File: src/rtl/core/c_subset_lexer_core_defines.svh
// Assertion macros used by the lexer core back end (clx_back).
`ifndef C_SUBSET_LEXER_CORE_DEFINES_SVH
`define C_SUBSET_LEXER_CORE_DEFINES_SVH

// Same-cycle implication, sampled on clk_i, off while rst_ni is low.
`define CLX_ASSERT_IMP(lbl, ante, cons, msg) \
  lbl: assert property (@(posedge clk_i) disable iff (!rst_ni) (ante) |-> (cons)) \
    else $error(msg);

// Next-cycle implication, sampled on clk_i, off while rst_ni is low.
`define CLX_ASSERT_NXT(lbl, ante, cons, msg) \
  lbl: assert property (@(posedge clk_i) disable iff (!rst_ni) (ante) |=> (cons)) \
    else $error(msg);

`endif

File: src/rtl/core/clx_pkg.sv
// Types, constants and table functions of the lexer core.
`timescale 1ns / 1ps
`default_nettype none
package clx_pkg;

  localparam int unsigned QUEUE_DEPTH = 4;
  localparam int unsigned QUEUE_AW    = $clog2(QUEUE_DEPTH);
  localparam int unsigned NUM_KW      = 9;
  localparam int unsigned NUM_STATES  = 33;
  localparam logic [7:0]  MAX_LEXEME_LEN = 8'd255;

  localparam logic [5:0] KIND_ID  = 6'd0;
  localparam logic [5:0] KIND_KW0 = 6'd28;
  localparam logic [5:0] KIND_END = 6'd37;
  localparam logic [5:0] KIND_ERR = 6'd38;

  typedef logic [5:0] dfa_state_t;

  localparam dfa_state_t S_NONE     = 6'd0;
  localparam dfa_state_t S_START    = 6'd1;
  localparam dfa_state_t S_BSL      = 6'd2;
  localparam dfa_state_t S_BSL2     = 6'd3;
  localparam dfa_state_t S_BSL_STAR = 6'd4;
  localparam dfa_state_t S_STAR     = 6'd5;
  localparam dfa_state_t S_STAR_BSL = 6'd6;
  localparam dfa_state_t S_SEMI     = 6'd7;
  localparam dfa_state_t S_COMMA    = 6'd8;
  localparam dfa_state_t S_LBRK     = 6'd9;
  localparam dfa_state_t S_RBRK     = 6'd10;
  localparam dfa_state_t S_LPAR     = 6'd11;
  localparam dfa_state_t S_RPAR     = 6'd12;
  localparam dfa_state_t S_LBRC     = 6'd13;
  localparam dfa_state_t S_RBRC     = 6'd14;
  localparam dfa_state_t S_PLUS     = 6'd15;
  localparam dfa_state_t S_MINUS    = 6'd16;
  localparam dfa_state_t S_SLASH    = 6'd17;
  localparam dfa_state_t S_BANG     = 6'd18;
  localparam dfa_state_t S_PCT      = 6'd19;
  localparam dfa_state_t S_EQ       = 6'd20;
  localparam dfa_state_t S_EQEQ     = 6'd21;
  localparam dfa_state_t S_NE       = 6'd22;
  localparam dfa_state_t S_AMP      = 6'd23;
  localparam dfa_state_t S_ANDAND   = 6'd24;
  localparam dfa_state_t S_PIPE     = 6'd25;
  localparam dfa_state_t S_OROR     = 6'd26;
  localparam dfa_state_t S_LT       = 6'd27;
  localparam dfa_state_t S_LE       = 6'd28;
  localparam dfa_state_t S_GT       = 6'd29;
  localparam dfa_state_t S_GE       = 6'd30;
  localparam dfa_state_t S_ID       = 6'd31;
  localparam dfa_state_t S_NUM      = 6'd32;

  localparam logic [5:0] STATE_KIND [NUM_STATES] = '{
    6'd38, 6'd38, 6'd38, 6'd26, 6'd25, 6'd6,  6'd21, 6'd11, 6'd8,  6'd15, 6'd16,
    6'd4,  6'd5,  6'd17, 6'd18, 6'd7,  6'd9,  6'd10, 6'd2,  6'd3,  6'd13, 6'd23,
    6'd19, 6'd38, 6'd20, 6'd38, 6'd27, 6'd12, 6'd22, 6'd14, 6'd24, 6'd0,  6'd1
  };

  localparam logic [7:0] KW_LEN [NUM_KW] = '{
    8'd3, 8'd4, 8'd2, 8'd4, 8'd5, 8'd5, 8'd8, 8'd5, 8'd6
  };

  localparam logic [7:0] KW_TEXT [NUM_KW][8] = '{
    '{"i", "n", "t", 8'h00, 8'h00, 8'h00, 8'h00, 8'h00},
    '{"v", "o", "i", "d", 8'h00, 8'h00, 8'h00, 8'h00},
    '{"i", "f", 8'h00, 8'h00, 8'h00, 8'h00, 8'h00, 8'h00},
    '{"e", "l", "s", "e", 8'h00, 8'h00, 8'h00, 8'h00},
    '{"c", "o", "n", "s", "t", 8'h00, 8'h00, 8'h00},
    '{"w", "h", "i", "l", "e", 8'h00, 8'h00, 8'h00},
    '{"c", "o", "n", "t", "i", "n", "u", "e"},
    '{"b", "r", "e", "a", "k", 8'h00, 8'h00, 8'h00},
    '{"r", "e", "t", "u", "r", "n", 8'h00, 8'h00}
  };

  typedef enum logic [4:0] {
    CL_OTHER, CL_DIGIT, CL_ALPHA, CL_SPACE, CL_NEWLINE, CL_BANG, CL_PERCENT, CL_AMP,
    CL_LPAREN, CL_RPAREN, CL_STAR, CL_PLUS, CL_COMMA, CL_MINUS, CL_SLASH, CL_SEMI,
    CL_LT, CL_EQ, CL_GT, CL_LBRACK, CL_BSLASH, CL_RBRACK, CL_LBRACE, CL_PIPE, CL_RBRACE
  } char_class_e;

  typedef struct packed {
    logic        valid;
    logic        func;
    logic [7:0]  source_byte;
    char_class_e char_class;
  } q_head_t;

  typedef struct packed {
    logic [5:0]  token_kind;
    logic [31:0] lexeme_start;
    logic [7:0]  lexeme_length;
    logic        length_overflow;
    logic [31:0] line_count;
    logic        last_result;
  } result_t;

  function automatic logic [5:0] state_kind(dfa_state_t s);
    logic [5:0] k;
    k = KIND_ERR;
    if (s < 6'(NUM_STATES)) begin
      k = STATE_KIND[s];
    end
    return k;
  endfunction

  function automatic dfa_state_t next_state(dfa_state_t s, char_class_e c);
    dfa_state_t n;
    n = S_NONE;
    unique case (s)
      S_START: begin
        unique case (c)
          CL_DIGIT:   n = S_NUM;
          CL_ALPHA:   n = S_ID;
          CL_BANG:    n = S_BANG;
          CL_PERCENT: n = S_PCT;
          CL_AMP:     n = S_AMP;
          CL_LPAREN:  n = S_LPAR;
          CL_RPAREN:  n = S_RPAR;
          CL_STAR:    n = S_STAR;
          CL_PLUS:    n = S_PLUS;
          CL_COMMA:   n = S_COMMA;
          CL_MINUS:   n = S_MINUS;
          CL_SLASH:   n = S_SLASH;
          CL_SEMI:    n = S_SEMI;
          CL_LT:      n = S_LT;
          CL_EQ:      n = S_EQ;
          CL_GT:      n = S_GT;
          CL_LBRACK:  n = S_LBRK;
          CL_BSLASH:  n = S_BSL;
          CL_RBRACK:  n = S_RBRK;
          CL_LBRACE:  n = S_LBRC;
          CL_PIPE:    n = S_PIPE;
          CL_RBRACE:  n = S_RBRC;
          default:    n = S_NONE;
        endcase
      end
      S_BSL: begin
        if (c == CL_STAR) n = S_BSL_STAR;
        else if (c == CL_BSLASH) n = S_BSL2;
      end
      S_STAR:  if (c == CL_BSLASH) n = S_STAR_BSL;
      S_BANG:  if (c == CL_EQ) n = S_NE;
      S_EQ:    if (c == CL_EQ) n = S_EQEQ;
      S_AMP:   if (c == CL_AMP) n = S_ANDAND;
      S_PIPE:  if (c == CL_PIPE) n = S_OROR;
      S_LT:    if (c == CL_EQ) n = S_LE;
      S_GT:    if (c == CL_EQ) n = S_GE;
      S_ID:    if (c == CL_DIGIT || c == CL_ALPHA) n = S_ID;
      S_NUM:   if (c == CL_DIGIT) n = S_NUM;
      default: n = S_NONE;
    endcase
    return n;
  endfunction

  function automatic logic [NUM_KW-1:0] kw_filter(logic [NUM_KW-1:0] cand,
                                                  logic [7:0] pos, logic [7:0] b);
    logic [NUM_KW-1:0] r;
    r = cand;
    for (int k = 0; k < NUM_KW; k++) begin
      if (!(pos < KW_LEN[k] && KW_TEXT[k][pos[2:0]] == b)) begin
        r[k] = 1'b0;
      end
    end
    return r;
  endfunction

endpackage
`default_nettype wire

File: src/rtl/core/clx_if.sv
// Valid/ready stream interfaces for source items and tokens.
`timescale 1ns / 1ps
`default_nettype none
interface clx_in_if;
  logic       valid;
  logic       ready;
  logic       func;
  logic [7:0] source_byte;

  modport source (output valid, func, source_byte, input ready);
  modport sink   (input valid, func, source_byte, output ready);
endinterface

interface clx_out_if;
  logic        valid;
  logic        ready;
  logic [5:0]  token_kind;
  logic [31:0] lexeme_start;
  logic [7:0]  lexeme_length;
  logic        length_overflow;
  logic [31:0] line_count;
  logic        last_result;

  modport source (output valid, token_kind, lexeme_start, lexeme_length, length_overflow,
                  line_count, last_result, input ready);
  modport sink   (input valid, token_kind, lexeme_start, lexeme_length, length_overflow,
                  line_count, last_result, output ready);
endinterface
`default_nettype wire

File: src/rtl/core/c_subset_lexer_core.sv
// Top level of the longest-match lexer core for a small C subset.
//
// Channels: in_i carries one item per transfer, a source byte (func 0) or an
// end-of-input mark (func 1). out_o carries token results; each input item
// gives zero, one or two results, and last_result marks the final one.
// Path: an item transferred in is written into the queue and its result is then
// loaded into the output register, when the queue is empty and out_o is ready.
// Throughput: one item per cycle while out_o is ready; an item with two results
// holds the back end until the spare slot behind the output register is free.
// A four-entry queue between classifier and DFA absorbs short stalls, so in_i
// keeps taking items while a finished token waits on out_o.
// Reset: rst_ni clears the queue, returns the DFA to the start state and zeroes
// the byte and newline counters; an unknown byte stays an error until reset.
// Stall: while a result waits on a low out_o.ready the back end halts, the queue
// fills and in_i.ready drops once all four entries are taken; no result is lost.
`timescale 1ns / 1ps
`default_nettype none
module c_subset_lexer_core
  import clx_pkg::*;
(
  input  wire logic clk_i,
  input  wire logic rst_ni,
  clx_in_if.sink    in_i,
  clx_out_if.source out_o
);

  q_head_t head;
  logic    pop;

  clx_front u_front (
    .clk_i  (clk_i),
    .rst_ni (rst_ni),
    .in_i   (in_i),
    .head_o (head),
    .pop_i  (pop)
  );

  clx_back u_back (
    .clk_i  (clk_i),
    .rst_ni (rst_ni),
    .head_i (head),
    .pop_o  (pop),
    .out_o  (out_o)
  );

endmodule
`default_nettype wire

File: src/rtl/core/clx_front.sv
// Front end: byte classification and the input item queue.
`timescale 1ns / 1ps
`default_nettype none
module clx_front
  import clx_pkg::*;
(
  input  wire logic clk_i,
  input  wire logic rst_ni,
  clx_in_if.sink    in_i,
  output q_head_t   head_o,
  input  wire logic pop_i
);

  typedef struct packed {
    logic        func;
    logic [7:0]  source_byte;
    char_class_e char_class;
  } q_entry_t;

  q_entry_t              mem_q [QUEUE_DEPTH];
  logic [QUEUE_AW-1:0]   wr_ptr_q, rd_ptr_q;
  logic [QUEUE_AW:0]     count_q;
  q_entry_t              entry;
  logic                  push;
  logic                  pop;

  function automatic char_class_e classify(logic [7:0] b);
    char_class_e c;
    c = CL_OTHER;
    if (b >= "0" && b <= "9") begin
      c = CL_DIGIT;
    end else if ((b >= "a" && b <= "z") || (b >= "A" && b <= "Z") || b == "_") begin
      c = CL_ALPHA;
    end else begin
      unique case (b)
        " ", "\t": c = CL_SPACE;
        "\n":      c = CL_NEWLINE;
        "!":       c = CL_BANG;
        "%":       c = CL_PERCENT;
        "&":       c = CL_AMP;
        "(":       c = CL_LPAREN;
        ")":       c = CL_RPAREN;
        "*":       c = CL_STAR;
        "+":       c = CL_PLUS;
        ",":       c = CL_COMMA;
        "-":       c = CL_MINUS;
        "/":       c = CL_SLASH;
        ";":       c = CL_SEMI;
        "<":       c = CL_LT;
        "=":       c = CL_EQ;
        ">":       c = CL_GT;
        "[":       c = CL_LBRACK;
        "\\":      c = CL_BSLASH;
        "]":       c = CL_RBRACK;
        "{":       c = CL_LBRACE;
        "|":       c = CL_PIPE;
        "}":       c = CL_RBRACE;
        default:   c = CL_OTHER;
      endcase
    end
    return c;
  endfunction

  assign in_i.ready = (count_q != (QUEUE_AW+1)'(QUEUE_DEPTH));
  assign push       = in_i.valid && in_i.ready;
  assign pop        = pop_i && (count_q != '0);

  assign entry.func        = in_i.func;
  assign entry.source_byte = in_i.source_byte;
  assign entry.char_class  = classify(in_i.source_byte);

  always_ff @(posedge clk_i) begin
    if (push) begin
      mem_q[wr_ptr_q] <= entry;
    end
  end

  always_ff @(posedge clk_i or negedge rst_ni) begin
    if (!rst_ni) begin
      wr_ptr_q <= '0;
      rd_ptr_q <= '0;
      count_q  <= '0;
    end else begin
      if (push) wr_ptr_q <= wr_ptr_q + 1'b1;
      if (pop) rd_ptr_q <= rd_ptr_q + 1'b1;
      case ({push, pop})
        2'b10:   count_q <= count_q + 1'b1;
        2'b01:   count_q <= count_q - 1'b1;
        default: count_q <= count_q;
      endcase
    end
  end

  assign head_o.valid       = (count_q != '0);
  assign head_o.func        = mem_q[rd_ptr_q].func;
  assign head_o.source_byte = mem_q[rd_ptr_q].source_byte;
  assign head_o.char_class  = mem_q[rd_ptr_q].char_class;

endmodule
`default_nettype wire

File: src/rtl/core/clx_back.sv
// Back end: DFA step, keyword match, token results and output registers.
`timescale 1ns / 1ps
`default_nettype none
`include "c_subset_lexer_core_defines.svh"
module clx_back
  import clx_pkg::*;
(
  input  wire logic    clk_i,
  input  wire logic    rst_ni,
  input  wire q_head_t head_i,
  output logic         pop_o,
  clx_out_if.source    out_o
);

  dfa_state_t        dfa_state_q, dfa_state_d;
  logic [7:0]        pend_len_q, pend_len_d;
  logic              pend_ovf_q, pend_ovf_d;
  logic [31:0]       pend_start_q, pend_start_d;
  logic [31:0]       byte_pos_q, byte_pos_d;
  logic [31:0]       nl_total_q, nl_total_d;
  logic [NUM_KW-1:0] kw_cand_q, kw_cand_d;
  logic              stuck_q, stuck_d;

  logic              out_valid_q, sec_valid_q;
  result_t           out_q, sec_q;

  result_t           close_res, res_a, res_b, err_res, end_res;
  logic              a_v, b_v;
  logic              step;
  logic              restart;
  dfa_state_t        nx, nx_start;
  logic [5:0]        close_kind;

  assign step  = head_i.valid && !sec_valid_q && (!out_valid_q || out_o.ready);
  assign pop_o = step;

  always_comb begin
    close_kind = state_kind(dfa_state_q);
    if (close_kind == KIND_ID && !pend_ovf_q) begin
      for (int k = 0; k < NUM_KW; k++) begin
        if (kw_cand_q[k] && KW_LEN[k] == pend_len_q) begin
          close_kind = KIND_KW0 + 6'(k);
        end
      end
    end
    close_res = '{close_kind, pend_start_q, pend_len_q, pend_ovf_q, nl_total_q, 1'b0};
    end_res   = '{KIND_END, byte_pos_q, 8'd0, 1'b0, nl_total_q, 1'b0};
    err_res   = '{KIND_ERR, byte_pos_q, 8'd1, 1'b0, nl_total_q, 1'b0};
  end

  always_comb begin
    dfa_state_d  = dfa_state_q;
    pend_len_d   = pend_len_q;
    pend_ovf_d   = pend_ovf_q;
    pend_start_d = pend_start_q;
    byte_pos_d   = byte_pos_q;
    nl_total_d   = nl_total_q;
    kw_cand_d    = kw_cand_q;
    stuck_d      = stuck_q;
    res_a        = close_res;
    res_b        = end_res;
    a_v          = 1'b0;
    b_v          = 1'b0;
    restart      = 1'b0;
    nx           = next_state(dfa_state_q, head_i.char_class);
    nx_start     = next_state(S_START, head_i.char_class);

    if (head_i.func) begin
      a_v = 1'b1;
      if (stuck_q) begin
        res_a = end_res;
        res_a.token_kind = KIND_ERR;
      end else if (dfa_state_q != S_START) begin
        b_v         = 1'b1;
        dfa_state_d = S_START;
      end else begin
        res_a = end_res;
      end
    end else if (!stuck_q) begin
      if (dfa_state_q == S_START) begin
        restart = 1'b1;
      end else if (nx != S_NONE) begin
        kw_cand_d   = kw_filter(kw_cand_q, pend_len_q, head_i.source_byte);
        if (pend_len_q >= MAX_LEXEME_LEN) pend_ovf_d = 1'b1;
        else pend_len_d = pend_len_q + 8'd1;
        dfa_state_d = nx;
        byte_pos_d  = byte_pos_q + 32'd1;
      end else begin
        a_v         = 1'b1;
        dfa_state_d = S_START;
        restart     = 1'b1;
      end
      if (restart) begin
        if (head_i.char_class == CL_SPACE || head_i.char_class == CL_NEWLINE) begin
          if (head_i.char_class == CL_NEWLINE) nl_total_d = nl_total_q + 32'd1;
          byte_pos_d = byte_pos_q + 32'd1;
        end else if (nx_start == S_NONE) begin
          if (a_v) begin
            res_b = err_res;
            b_v   = 1'b1;
          end else begin
            res_a = err_res;
            a_v   = 1'b1;
          end
          stuck_d = 1'b1;
        end else begin
          pend_start_d = byte_pos_q;
          pend_len_d   = 8'd1;
          pend_ovf_d   = 1'b0;
          kw_cand_d    = kw_filter('1, 8'd0, head_i.source_byte);
          dfa_state_d  = nx_start;
          byte_pos_d   = byte_pos_q + 32'd1;
        end
      end
    end

    if (b_v) res_b.last_result = 1'b1;
    else res_a.last_result = 1'b1;
  end

  always_ff @(posedge clk_i or negedge rst_ni) begin
    if (!rst_ni) begin
      dfa_state_q  <= S_START;
      pend_len_q   <= '0;
      pend_ovf_q   <= 1'b0;
      pend_start_q <= '0;
      byte_pos_q   <= '0;
      nl_total_q   <= '0;
      kw_cand_q    <= '1;
      stuck_q      <= 1'b0;
    end else if (step) begin
      dfa_state_q  <= dfa_state_d;
      pend_len_q   <= pend_len_d;
      pend_ovf_q   <= pend_ovf_d;
      pend_start_q <= pend_start_d;
      byte_pos_q   <= byte_pos_d;
      nl_total_q   <= nl_total_d;
      kw_cand_q    <= kw_cand_d;
      stuck_q      <= stuck_d;
    end
  end

  always_ff @(posedge clk_i or negedge rst_ni) begin
    if (!rst_ni) begin
      out_valid_q <= 1'b0;
      sec_valid_q <= 1'b0;
    end else if (step) begin
      out_valid_q <= a_v;
      sec_valid_q <= b_v;
    end else if (out_valid_q && out_o.ready) begin
      out_valid_q <= sec_valid_q;
      sec_valid_q <= 1'b0;
    end
  end

  always_ff @(posedge clk_i) begin
    if (step) begin
      out_q <= res_a;
      sec_q <= res_b;
    end else if (out_valid_q && out_o.ready && sec_valid_q) begin
      out_q <= sec_q;
    end
  end

  assign out_o.valid           = out_valid_q;
  assign out_o.token_kind      = out_q.token_kind;
  assign out_o.lexeme_start    = out_q.lexeme_start;
  assign out_o.lexeme_length   = out_q.lexeme_length;
  assign out_o.length_overflow = out_q.length_overflow;
  assign out_o.line_count      = out_q.line_count;
  assign out_o.last_result     = out_q.last_result;

  `CLX_ASSERT_IMP(a_sec_behind_out, sec_valid_q, out_valid_q, "second result without first")
  `CLX_ASSERT_NXT(a_stuck_sticky, stuck_q, stuck_q, "stuck error cleared without reset")
  `CLX_ASSERT_IMP(a_stuck_at_start, stuck_q, dfa_state_q == S_START, "stuck outside start")
  `CLX_ASSERT_IMP(a_state_legal, 1'b1, dfa_state_q != S_NONE && dfa_state_q <= S_NUM,
                  "DFA state out of range")
  `CLX_ASSERT_IMP(a_no_step_when_blocked, sec_valid_q, !pop_o, "queue popped while blocked")

endmodule
`default_nettype wire
File: src/flat_wrapper.sv
// flat-port wrapper written by rule: the top's interface ports become plain ports
module c_subset_lexer_core_flat import clx_pkg::*;
  (clk_i, rst_ni, in_i_valid, in_i_func, in_i_source_byte, in_i_ready, out_o_valid, out_o_token_kind, out_o_lexeme_start, out_o_lexeme_length, out_o_length_overflow, out_o_line_count, out_o_last_result, out_o_ready);
  clx_in_if in_i_i ();
  clx_out_if out_o_i ();
  input  wire logic clk_i;
  input  wire logic rst_ni;
  input wire logic [$bits(in_i_i.valid)-1:0] in_i_valid;
  input wire logic [$bits(in_i_i.func)-1:0] in_i_func;
  input wire logic [$bits(in_i_i.source_byte)-1:0] in_i_source_byte;
  output wire logic [$bits(in_i_i.ready)-1:0] in_i_ready;
  output wire logic [$bits(out_o_i.valid)-1:0] out_o_valid;
  output wire logic [$bits(out_o_i.token_kind)-1:0] out_o_token_kind;
  output wire logic [$bits(out_o_i.lexeme_start)-1:0] out_o_lexeme_start;
  output wire logic [$bits(out_o_i.lexeme_length)-1:0] out_o_lexeme_length;
  output wire logic [$bits(out_o_i.length_overflow)-1:0] out_o_length_overflow;
  output wire logic [$bits(out_o_i.line_count)-1:0] out_o_line_count;
  output wire logic [$bits(out_o_i.last_result)-1:0] out_o_last_result;
  input wire logic [$bits(out_o_i.ready)-1:0] out_o_ready;
  assign in_i_i.valid = in_i_valid;
  assign in_i_i.func = in_i_func;
  assign in_i_i.source_byte = in_i_source_byte;
  assign in_i_ready = in_i_i.ready;
  assign out_o_valid = out_o_i.valid;
  assign out_o_token_kind = out_o_i.token_kind;
  assign out_o_lexeme_start = out_o_i.lexeme_start;
  assign out_o_lexeme_length = out_o_i.lexeme_length;
  assign out_o_length_overflow = out_o_i.length_overflow;
  assign out_o_line_count = out_o_i.line_count;
  assign out_o_last_result = out_o_i.last_result;
  assign out_o_i.ready = out_o_ready;
  c_subset_lexer_core u_core (.clk_i(clk_i), .rst_ni(rst_ni), .in_i(in_i_i), .out_o(out_o_i));
endmodule
File: config.mk
export PLATFORM = sky130hd
export DESIGN_NAME = c_subset_lexer_core_flat
export DESIGN_NICKNAME = d
export VERILOG_FILES = /design/src/rtl/core/clx_pkg.sv /design/src/rtl/core/clx_if.sv /design/src/rtl/core/c_subset_lexer_core.sv /design/src/rtl/core/clx_front.sv /design/src/rtl/core/clx_back.sv /design/src/flat_wrapper.sv
export VERILOG_INCLUDE_DIRS = /design/src /design/src/rtl/core
export SDC_FILE = /design/constraint.sdc
export NUM_CORES = 1
export LEC_CHECK = 0
export BUFFER_PORTS_ARGS = -buffer_cell sky130_fd_sc_hd__clkbuf_2
export CORE_MARGIN = 3
export CORE_UTILIZATION = 40
export DETAILED_ROUTE_END_ITERATION = 8
export PLACE_DENSITY_LB_ADDON = 0.25
export SYNTH_ARGS = -nofsm -noshare
export SYNTH_HDL_FRONTEND = slang
export SYNTH_SLANG_ARGS = --single-unit
export TNS_END_PERCENT = 50
File: constraint.sdc
create_clock -name clk_i -period 16.4 [get_ports clk_i]
set_input_delay 1.64 -clock clk_i [delete_from_list [all_inputs] [get_ports clk_i]]
set_output_delay 1.64 -clock clk_i [all_outputs]
set_load 0.02 [all_outputs]
# Word level (Yosys, flattened, before mapping)
# Memory sizes are Yosys's and may differ from the RTL's.
# Index checks and enable logic that the tools add are counted.
classes:
  reduce_logical: 50
  magnitude_cmp: 16
  eq_ne: 71
  bitwise_logic: 7
  n_mux: 141
  addsub: 7
op_table:
  columns: ["op", "count"]
  rows:
  - ["80-bit 2-to-1 mux", 10]
  - ["74-bit 2-to-1 mux", 5]
  - ["8-bit 2-to-1 mux", 24]
  - ["32-bit 2-to-1 mux", 5]
  - ["6-bit 2-to-1 mux", 23]
  - ["8-bit by 6-bit == test with 1-bit output (second input constant)", 15]
  - ["5-bit one-hot mux with 22 select lines", 1]
  - ["76-bit 2-to-1 mux", 1]
  - ["8-bit == test", 9]
  - ["6-bit one-hot mux with 11 select lines", 1]
  - ["32-bit by 1-bit adder with 32-bit output (second input constant)", 2]
  - ["7-bit by 8-bit == test with 1-bit output (first input constant)", 7]
  - ["8-bit by 7-bit == test with 1-bit output (second input constant)", 7]
  - ["1-bit 2-to-1 mux", 53]
  - ["5-bit 2-to-1 mux", 9]
  - ["9-bit 2-to-1 mux", 5]
  - ["6-bit by 5-bit == test with 1-bit output (second input constant)", 7]
  - ["1-bit logical AND", 28]
  - ["3-bit by 8-bit == test with 1-bit output (first input constant)", 3]
  - ["8-bit by 3-bit less-than comparator with 1-bit output (second input constant)", 3]
  - ["2-bit by 8-bit == test with 1-bit output (first input constant)", 2]
  - ["8-bit by 4-bit == test with 1-bit output (second input constant)", 2]
  - ["8-bit by 7-bit greater-or-equal comparator with 1-bit output (second input constant)", 2]
  - ["8-bit by 7-bit <= comparator with 1-bit output (second input constant)", 2]
  - ["44 further kinds", 66]
totals:
  word_cells: 330
  ram_bits: 56
  n_memories: 13
  regBits: 290
  mem_bits_ro: 1344
mem_list:
  columns: ["name", "words", "word_bits", "read_ports", "rd_clocked_by_memory_dff", "write_ports", "line", "source"]
  rows:
  - ["(name not given)", 64, 6, 1, 0, 0, "clx_pkg.sv:101", "k = STATE_KIND[s];"]
  - ["(name not given)", 32, 6, 1, 0, 0, "clx_pkg.sv:111", "unique case (c)"]
  - ["(name not given)", 32, 6, 1, 0, 0, "clx_pkg.sv:111", null]
  - ["(name not given)", 8, 8, 1, 0, 0, "clx_pkg.sv:160", "if (!(pos < KW_LEN[k] && KW_TEXT[k][pos[2:0]] == b)) begin"]
  - ["(name not given)", 8, 8, 1, 0, 0, "clx_pkg.sv:160", null]
  - ["(name not given)", 8, 8, 1, 0, 0, "clx_pkg.sv:160", null]
  - ["+7 memories", null, null, null, null, null, null, null]

# Depth between registers and ports, before layout
# Gate-level depths: netlist of run 1.
depth:
  ltp_word: 23
  ltp_mapped: 15
  depth_no_buf: 11

# Cells and area by module
# A second synthesis of run 1 with hierarchy kept.
hier_totals:
  hier_cells: 1637
  area_unflattened_um2: 17646.9
by_module_without_submodules:
  columns: ["mod", "cells_per_inst", "area_each_um2", "instances"]
  rows:
  - ["clx_back", 1445, 14675.3, 1]
  - ["clx_front", 192, 2971.6, 1]

# Least setup slack after synthesis of run 1
# OpenSTA, ideal clock, no wires.
synth_timing:
  path_kind: "input port to flip-flop"
  start: "in out_o_ready"
  end: "reg u_core.u_back.out_q (netlist bit u_core.u_back.out_o.last_result), enable pin"
  setup_time_ns: 0.544
  t_arrival_ns: 5.563
  cell_stages: 2
  setup_slack_ns: 10.292
  path_cell_list: "nor2b_1 a21oi_1"
synth_between:
  elab_chain_cells: 3
  elab_cells_between_ends: 5
synth_rtl:
  columns: ["element", "line", "source"]
  rows:
  - ["from (decl)", "flat_wrapper.sv:19", "input wire logic [$bits(out_o_i.ready)-1:0] out_o_ready;"]
  - ["1-bit logical AND or 1-bit logical OR (tied branches)", "clx_back.sv:160, clx_back.sv:34", null]
  - ["1-bit logical AND (on tied branches)", "clx_back.sv:160, clx_back.sv:34", null]
  - ["2-bit nonzero test (no line) *", null, null]
  - ["to (signal assigned)", "clx_back.sv:158", "out_q <= res_a;"]
  - ["to (signal assigned)", "clx_back.sv:161", "out_q <= sec_q;"]
  - ["to (decl)", "clx_back.sv:25", "result_t out_q, sec_q;"]
# Mark *: on every way between the ends. The rest lies on a longest branch, timed or not.
# A chain may end at the register's enable or synchronous reset.

# Final worst setup path of run 1
layout_timing:
  start: "in out_o_ready"
  end: "reg u_core.u_back.kw_cand_q[3]"
layout_between:
  elab_chain_cells: 3
layout_rtl:
  columns: ["element", "line", "source"]
  rows:
  - ["1-bit logical OR", "clx_back.sv:34", "assign step = head_i.valid && !sec_valid_q && (!out_valid_q || out_o.ready);"]
  - ["1-bit logical AND", "clx_back.sv:34", null]
  - ["3-bit AND reduction (no line)", null, null]
  - ["to (signal assigned)", "clx_back.sv:138", "kw_cand_q <= kw_cand_d;"]
  - ["to (decl)", "clx_back.sv:21", "logic [NUM_KW-1:0] kw_cand_q, kw_cand_d;"]
# Every way passes these cells.

==> metrics.md, run 1 <==
| Metric | Value |
|---|---|
| Placed Area | `17600 µm²` |
| Worst-path clk slew | `60 ps` |
| Reg-to-reg endpoint | `u_core.u_back.kw_cand_q[3]` |
| Commonest non-fill, non-tap cell in the layout | `edfxtp_1` |
| Final setup viols | `0` |
| Clk network pwr share | `22.3%` |
| Initial DRC count | `674` |
| Largest area contributor in the netlist | `edfxtp_1` |
| Nets | `1560` |
| WHS Path Cells | `0` |
| Final Cell Area | `18800 µm²` |
| TritonCTS Buffers | `37` |
| Crit path launch type | `input port` |
| Vias per cell | `5.48` |
| Post-synth EDFFs | `203` |
| Fin. Hold Viols | `0` |
| Layout cells sized above 1 | `17.1%` |
| Clock sinks | `333` |
| Hold buffers post-CTS | `0` |
| Worst slew pin tran | `1200 ps` |
| Power Density | `202 nW/µm²` |
| Clk Tree Root Cell | `clkbuf_16` |
| Reg2Reg Setup Slack | `11980 ps` |
| Crit path max fanout | `52` |
| Setup Buffers After CTS | `0` |
| Comb pwr share | `42.4%` |
| Syn Std Cell Area | `16700 µm²` |
| FF+latch count, synth | `333` |
| VDD IR max | `124 µV` |
| Reg power frac | `35.3%` |
| CTS tree | `done` |
| Ys flop type | `edfxtp_1` |
| Initial antenna violation count | `0` |
| Routed vias | `11400` |
| RePlAce Congestion | `0.891` |
| H-tree lvl count | `2` |
| Worst Skew | `15.2 ps` |
| CP Launch Point | `out_o_ready` |
| Max-slew violations | `0` |
| Hold Crit Endpoint | `u_core.u_back.sec_q[8]` |
| I/O pin cnt | `95` |
| Ys Warns | `0` |
| # DRC | `0` |
| CP endpoint kind | `flip-flop` |
| Count of cell types in the netlist | `89` |
| Sequential fraction of the synthesis area | `56.1%` |
| Total track usage | `17.0%` |
| Remaining Overflow, GRT | `0` |
| Tmin final | `4730 ps` |
| Slew HR | `17.8%` |
| Worst EP arrival | `5200 ps` |
| Reg2reg start | `u_core.u_front.rd_ptr_q[0]` |
| Die area | `44200 µm²` |
| Max-cap violations | `0` |
| Share of Yosys cell area claimed by the top area cell type | `36.5%` |
| Cells after synthesis | `1457` |
| Vias in the first global route | `11100` |
| DIE HEIGHT | `210 µm` |
| FF-to-FF path depth | `9` |
| F_max | `211 MHz` |
| Core ar. | `41000 µm²` |
| Status | `finished clean` |
| Hold Path Origin | `u_core.u_back.nl_total_q[7]` |
| Clock tree buffer depth | `3` |
| Cell Rows | `74` |
| TNS Setup | `0 ps` |
| FF/Latch Area | `9360 µm²` |
| Initial Utilization | `40.7%` |
| Syn Area/Cell | `11.5 µm²` |
| WL per Instance | `18.0 µm` |
| Dominant cells by area after synthesis | `edfxtp_1, dfrtp_1, nand2_1` |
| Worst-skew pair later-pin latency | `540 ps` |
| Die W | `210 µm` |
| Syn-to-layout area delta | `12.8%` |
| TritonRoute pass-1 iters | `5` |
| Worst min-delay path class | `reg2reg` |
| Multi-input logic area | `6830 µm²` |
| Int Power | `2.27 mW` |
| Antenna viol nets, final | `0` |
| Worst EP required | `16870 ps` |
| WL final | `37.4 mm` |
| # diodes | `0` |
| Synthesized Nets | `1498` |
| Asr flop ratio synth | `39.0%` |
| Switch Pwr | `1.53 mW` |
| Tcrit/Tclk final | `28.9%` |
| Post-DP HPWL | `24.8 mm` |
| Global-route wire length before repair | `61.4 mm` |
| Filler cells | `3761` |
| Post_cts resized | `0` |
| Largest net degree at the start of global routing | `86` |
| Most frequent cells in the layout | `edfxtp_1, nand2_1, dfrtp_1` |
| RSZ-0062 raised after global routing | `false` |
| Critical path type | `in2reg` |
| Port bufs | `94` |
| Fraction of power spent switching nets | `40.2%` |
| LEAKAGE | `7.58 nW` |
-- critical path, cell delays in order --
cell	delay (ps)
clkbuf_2	110
nor2b_1	80
or3_2	450
buf_4	300
or3_1	640
nor2_1	370
and3_2	1000
or4b_1	500
nand3_1	100
-- cells in the mapped netlist, types with 4 or more instances --
cell type  number
nor4_1         15
buf_2          11
nor4b_2         4
o22ai_1         6
a2111oi_0       6
a211oi_1        6
mux2_2         39
o21ai_0        45
and2_1          9
nand2b_1       15
buf_6           6
clkbuf_1       61
dfstp_2        10
a41oi_1         4
nand2_1       165
mux2i_1        56
a21oi_1        65
nand3b_1        9
nor3_1         32
edfxtp_1      203
xor2_1         48
xnor2_1        46
or3_1           8
or4_1           5
nand4_1        22
nor3_2          7
a31oi_1        15
or2_2           4
dfrtp_1       120
and3_1         34
mux4_2         15
and4_1          7
a22oi_1         7
nor3b_1        11
nor2b_1        19
inv_1          39
nand3_1        50
nor2_1        113
ha_1           27
o21a_1          5
o211ai_1        9
-- worst max path at each step --
stage | endpoint | slack, ps | depth (start not counted)
after detailed placement | u_core.u_back.kw_cand_q[3] | 11120 | 9
after CTS | u_core.u_back.kw_cand_q[3] | 11680 | 9
after global placement | u_core.u_back.kw_cand_q[3] | 11210 | 9
after floorplan | u_core.u_back.out_o.last_result | 10290 | 2
final | u_core.u_back.kw_cand_q[3] | 11670 | 9
after global routing | u_core.u_back.kw_cand_q[3] | 11490 | 9
-- kinds of logic after synthesis --
kind of cell / Yosys count / synth area share [%]
DFF: 333 / 56.1
muxes: 111 / 8.08
adders and majority gates: 28 / 2.14
buffers and inverters: 122 / 3.16
AOI/OAI and AO/OA: 220 / 8.63
xor gates and xnor gates: 94 / 4.93
and+or+nand+nor: 549 / 17.0
-- final cells by class --
class                      instances  share of cell area [%]
tap                              532                    3.54
clock inverter                    23                    1.42
timing repair buffer             106                    3.01
inverter                          39                   0.804
clock buffer                      45                    5.24
multi-input combinational       1002                    36.3
sequential                       333                    49.7
-- routing by layer --
layer | routed length (µm) | GRT usage, % | up-vias
met5 | 0 | 0 | -
met4 | 761 | 4.74 | 0
met3 | 1660 | 2.49 | 56
met2 | 17500 | 27.1 | 276
met1 | 17500 | 24.4 | 5593
li1 | - | - | 5470
-- power groups by stage --
stage	clock (mW)	sequential, mW	combinational, mW
finish	0.846	1.34	1.61
detailed placement	0	1.36	1.62
global route	0.904	1.37	1.77
floorplan	0	1.44	1.10
CTS	0.870	1.34	1.62
global placement	0	1.35	1.60
-- through the flow --
stage | hold WS, ps | power, mW | setup slack [ps] | std cells | util [%]
after floorplan | 425 | 2.54 | 10290 | 1457 | -
after global placement | 427 | 2.96 | 11210 | 2012 | 42.8
after detailed placement | 432 | 2.98 | 11120 | 2012 | 42.8
after CTS | 446 | 3.84 | 11680 | 2080 | 45.9
after global routing | 466 | 4.05 | 11490 | 2080 | 45.9
final | 444 | 3.80 | 11670 | 2080 | 45.9
-- state kept, by name, summed over array words and instances, names as in the netlist --
signal and flops:
u_core.u_back.nl_total_q 32, u_core.u_back.out_o.lexeme_length 8, u_core.u_back.out_o.lexeme_start 32, u_core.u_front.rd_ptr_q 2, u_core.u_back.pend_start_q 32, u_core.u_back.out_o.line_count 32
u_core.u_back.out_o.token_kind 6, u_core.u_back.dfa_state_q 6, u_core.u_back.pend_len_q 8, u_core.u_front.wr_ptr_q 2, u_core.u_back.kw_cand_q 9, u_core.u_front.mem_q 56
u_core.u_back.out_o.valid 1, u_core.u_back.byte_pos_q 32, u_core.u_back.sec_q 67, u_core.u_back.sec_valid_q 1, u_core.u_front.count_q 3, u_core.u_back.pend_ovf_q 1
u_core.u_back.stuck_q 1, u_core.u_back.out_o.last_result 1, u_core.u_back.out_o.length_overflow 1
Power figures use the tool's default switching activity.
==> run 2: changes to the inputs <==
--- a/config.mk
+++ b/config.mk
@@ -6,6 +6,7 @@
 export SDC_FILE = /design/constraint.sdc
 export NUM_CORES = 1
 export LEC_CHECK = 0
+export ABC_AREA = 1
 export BUFFER_PORTS_ARGS = -buffer_cell sky130_fd_sc_hd__clkbuf_2
 export CORE_MARGIN = 3
 export CORE_UTILIZATION = 40
==> constraint.sdc (replaced) <==
create_clock -name clk_i -period 4.47 [get_ports clk_i]
set_input_delay 0.447 -clock clk_i [delete_from_list [all_inputs] [get_ports clk_i]]
set_output_delay 0.447 -clock clk_i [all_outputs]
set_load 0.02 [all_outputs]
==> run 2 against run 1 <==
Count of clock-buffer cells in the layout is 3 higher; total power grew to 3.2 times the previous value; flip-flop and latch count stayed put; first-iteration DRC count grew 110%; via count rose by 29%; critical path type is now reg2reg; synthesized cell count rose by 42%; critical path depth rose by 11; sequential share of layout area fell by 3.4 points; design area up 7.4%; clock power grew to 3.7 times the previous value; largest cell class unchanged.
==> metrics.md, run 2 <==
| Metric | Value |
|---|---|
| FF+latch count, synth | `333 (unchanged)` |
| Top flop regs | `u_core.u_back.sec_q: 67 flops, u_core.u_front.mem_q: 56 flops` |
| Int Power | `7.26 mW (+220%)` |
| Most frequent cells in the layout | `nand2_1, inv_1, edfxtp_1` |
| F_max | `260 MHz` |
| Crit path max fanout | `35 (-33%)` |
| Crit path launch type | `flip-flop` |
| Final setup viols | `0 (unchanged)` |
| Cell Rows | `76 (+2.7%)` |
| CP endpoint kind | `flip-flop` |
| Initial Utilization | `41.1% (+0.39 points)` |
| Cells after synthesis | `2068 (+42%)` |
| Setup Buffers After CTS | `0 (unchanged)` |
| Worst EP required | `4910 ps (-11960 ps)` |
| VDD IR max | `435 µV (+250%)` |
| Final Cell Area | `20200 µm² (+7.4%)` |
| Remaining Overflow, GRT | `0 (unchanged)` |
| Clk Tree Root Cell | `clkbuf_16` |
| Worst-skew pair later-pin latency | `560 ps (+20 ps)` |
| Hold Slack | `146 ps (-298 ps)` |
| Largest area contributor in the netlist | `edfxtp_1` |
| DIE HEIGHT | `218 µm (+3.5%)` |
| Post-DP HPWL | `32.2 mm (+30%)` |
| Tcrit/Tclk final | `86.1%` |
| Tmin final | `3850 ps` |
| Asr flop ratio synth | `39.0% (unchanged)` |
| Port bufs | `94 (unchanged)` |
| Reg power frac | `36.4% (+1.1 points)` |
| Max-slew violations | `0 (unchanged)` |
| Largest net degree at the start of global routing | `80 (-7.0%)` |
| Comb pwr share | `37.8% (-4.6 points)` |
| # DRC | `0 (unchanged)` |
| Die W | `218 µm (+3.5%)` |
| Nets | `2190 (+40%)` |
| Sequential fraction of the synthesis area | `52.2% (-3.9 points)` |
| Biggest register | `u_core.u_back.sec_q` |
| # diodes | `0 (unchanged)` |
| Vias in the first global route | `14400 (+30%)` |
| H-tree lvl count | `2 (unchanged)` |
| Initial DRC count | `1407 (+110%)` |
| TritonRoute pass-1 iters | `5 (unchanged)` |
| Clock tree buffer depth | `3 (unchanged)` |
| Fin util | `46.3% (+0.42 points)` |
| RSZ-0062 raised after global routing | `false` |
| LEAKAGE | `8.69 nW (+15%)` |
| Power Density | `598 nW/µm² (+200%)` |
| Met2 usage | `32.5% (+5.3 points)` |
| Dominant cells by area after synthesis | `edfxtp_1, dfrtp_1, nand2_1` |
| Worst slew pin tran | `1030 ps (-174 ps)` |
| WL per Instance | `17.1 µm (-4.9%)` |
| CTS tree | `done` |
| Worst min-delay path class | `in2reg` |
| Antenna viol nets, final | `0 (unchanged)` |
| Clock sinks | `333 (unchanged)` |
| Ys Warns | `0 (unchanged)` |
| Routed vias | `14700 (+29%)` |
| Global-route wire length before repair | `77.8 mm (+27%)` |
| Hold buffers post-CTS | `1 (+1)` |
| Synthesized Nets | `2109 (+41%)` |
| RePlAce Congestion | `0.926 (+3.9%)` |
| Count of cell types in the netlist | `55 (-38%)` |
| Layout cells sized above 1 | `11.1% (-6.0 points)` |
| Most instantiated cells after synthesis | `nand2_1, inv_1, edfxtp_1` |
| Status | `finished clean` |
| TNS Setup | `0 ps (unchanged)` |
| Die area | `47400 µm² (+7.2%)` |
| Slew HR | `31.7% (+14 points)` |
| I/O pin cnt | `95 (unchanged)` |
| Switch Pwr | `4.84 mW (+220%)` |
| Met3 usage | `2.58% (+0.092 points)` |
| Max reg flops | `67 (unchanged)` |
| Post-synth EDFFs | `203 (unchanged)` |
| Total track usage | `20.2% (+3.2 points)` |
| Syn Area/Cell | `8.67 µm² (-24%)` |
| Clk network pwr share | `25.7% (+3.4 points)` |
| Fraction of power spent switching nets | `40.0% (-0.24 points)` |
| Core ar. | `43600 µm² (+6.4%)` |
| Top Usage Layer GRT | `met2` |
| Syn Std Cell Area | `17900 µm² (+7.4%)` |
| TritonCTS Buffers | `38 (+2.7%)` |
| Fin. Hold Viols | `0 (unchanged)` |
| Critical path type | `reg2reg` |
| Commonest non-fill, non-tap cell in the layout | `nand2_1` |
| Syn-to-layout area delta | `12.7% (about the same)` |
| Worst EP arrival | `4290 ps (-910 ps)` |
| WL final | `47.2 mm (+26%)` |
| Met1 Use GR | `29.0% (+4.5 points)` |
| Max-cap violations | `0 (unchanged)` |
| Worst Skew | `42.1 ps (+26.9 ps)` |
| Share of Yosys cell area claimed by the top area cell type | `34.0% (-2.5 points)` |
| Placed Area | `19000 µm² (+7.9%)` |
| Initial antenna violation count | `0 (unchanged)` |
| Post_cts resized | `0 (unchanged)` |
| Ys flop type | `edfxtp_1` |
| Vias per cell | `5.31 (-3.1%)` |
| Worst-path clk slew | `60 ps (about the same)` |
| Most numerous cell in the Yosys netlist | `nand2_1` |
run 2: final timing paths:
path | cells after the start | slack (ps) | endpoint | from
worst max-delay path | 20 | 620 | u_core.u_back.byte_pos_q[3] | u_core.u_front.rd_ptr_q[1]
worst min-delay path | 1 | 150 | u_core.u_front.mem_q[3][13] | in_i_func
worst max register to register | 20 | 620 | u_core.u_back.byte_pos_q[3] | u_core.u_front.rd_ptr_q[1]
worst min register to register | 0 | 440 | u_core.u_back.sec_q[31] | u_core.u_back.nl_total_q[30]
max in group asynchronous | 3 | 2980 | u_core.u_back.kw_cand_q[2] | rst_ni
min in group asynchronous | 2 | 470 | u_core.u_back.pend_start_q[6] | rst_ni
run 2: worst max-delay path, stage by stage (launching register included):
cell	delay, ps
dfrtp_1	680
inv_2	290
nand2_1	130
nand2_1	140
inv_1	190
ha_1	280
nand2_1	90
nand2_1	50
o21ai_1	120
nand2_1	60
nand2_1	120
nand2_1	70
nor2_1	110
nand2_2	140
nor2_8	120
buf_4	420
nand2_4	300
nand2_1	240
nor2_1	60
nand2_1	60
nand2_1	50
run 2: per-stage QoR:
| step | instances | power, mW | setup slack [ps] |
|---|---|---|---|
| floorplan | 2068 | 7.72 | 874 |
| global placement | 2693 | 9.04 | 701 |
| detailed placement | 2693 | 9.07 | 598 |
| CTS | 2763 | 12.2 | 612 |
| global route | 2763 | 12.9 | 174 |
| finish | 2763 | 12.1 | 623 |
run 2: cell type report:
cell class                      count  area [µm²]
Fill cell                        4253       23400
Inverter                          255         957
Clock inverter                     21         220
Sequential cell                   333        9360
Timing Repair Buffer              119         679
Clock buffer                       48        1030
Multi-Input combinational cell   1402        7240
Tap cell                          585         732
run 2: cell families (layout without fill, tap and decap cells):
logic type / Yosys count / count (layout) / share of synthesized area [%]
adder cells (fa/ha/maj): 28 / 28 / 2.00
AND/OR/NAND/NOR: 982 / 982 / 24.2
flip-flops: 333 / 333 / 52.2
AO/OA/AOI/OAI: 315 / 315 / 10.2
buffers and inverters: 333 / 443 / 7.60
XOR/XNOR: 77 / 77 / 3.76
run 2: power groups by stage:
stage	clock network (mW)	registers (mW)	logic [mW]
after global placement	0	4.45	4.58
after global routing	3.31	4.47	5.09
after detailed placement	0	4.47	4.60
after floorplan	0	4.86	2.86
after CTS	3.19	4.42	4.62
final	3.11	4.41	4.58
run 2: routing by layer:
metal  up-vias  share of wire, %
met5         -                 0
met4         0               1.8
met3        63               5.8
met2       443                46
met1      7040                46
li1       7119                 -
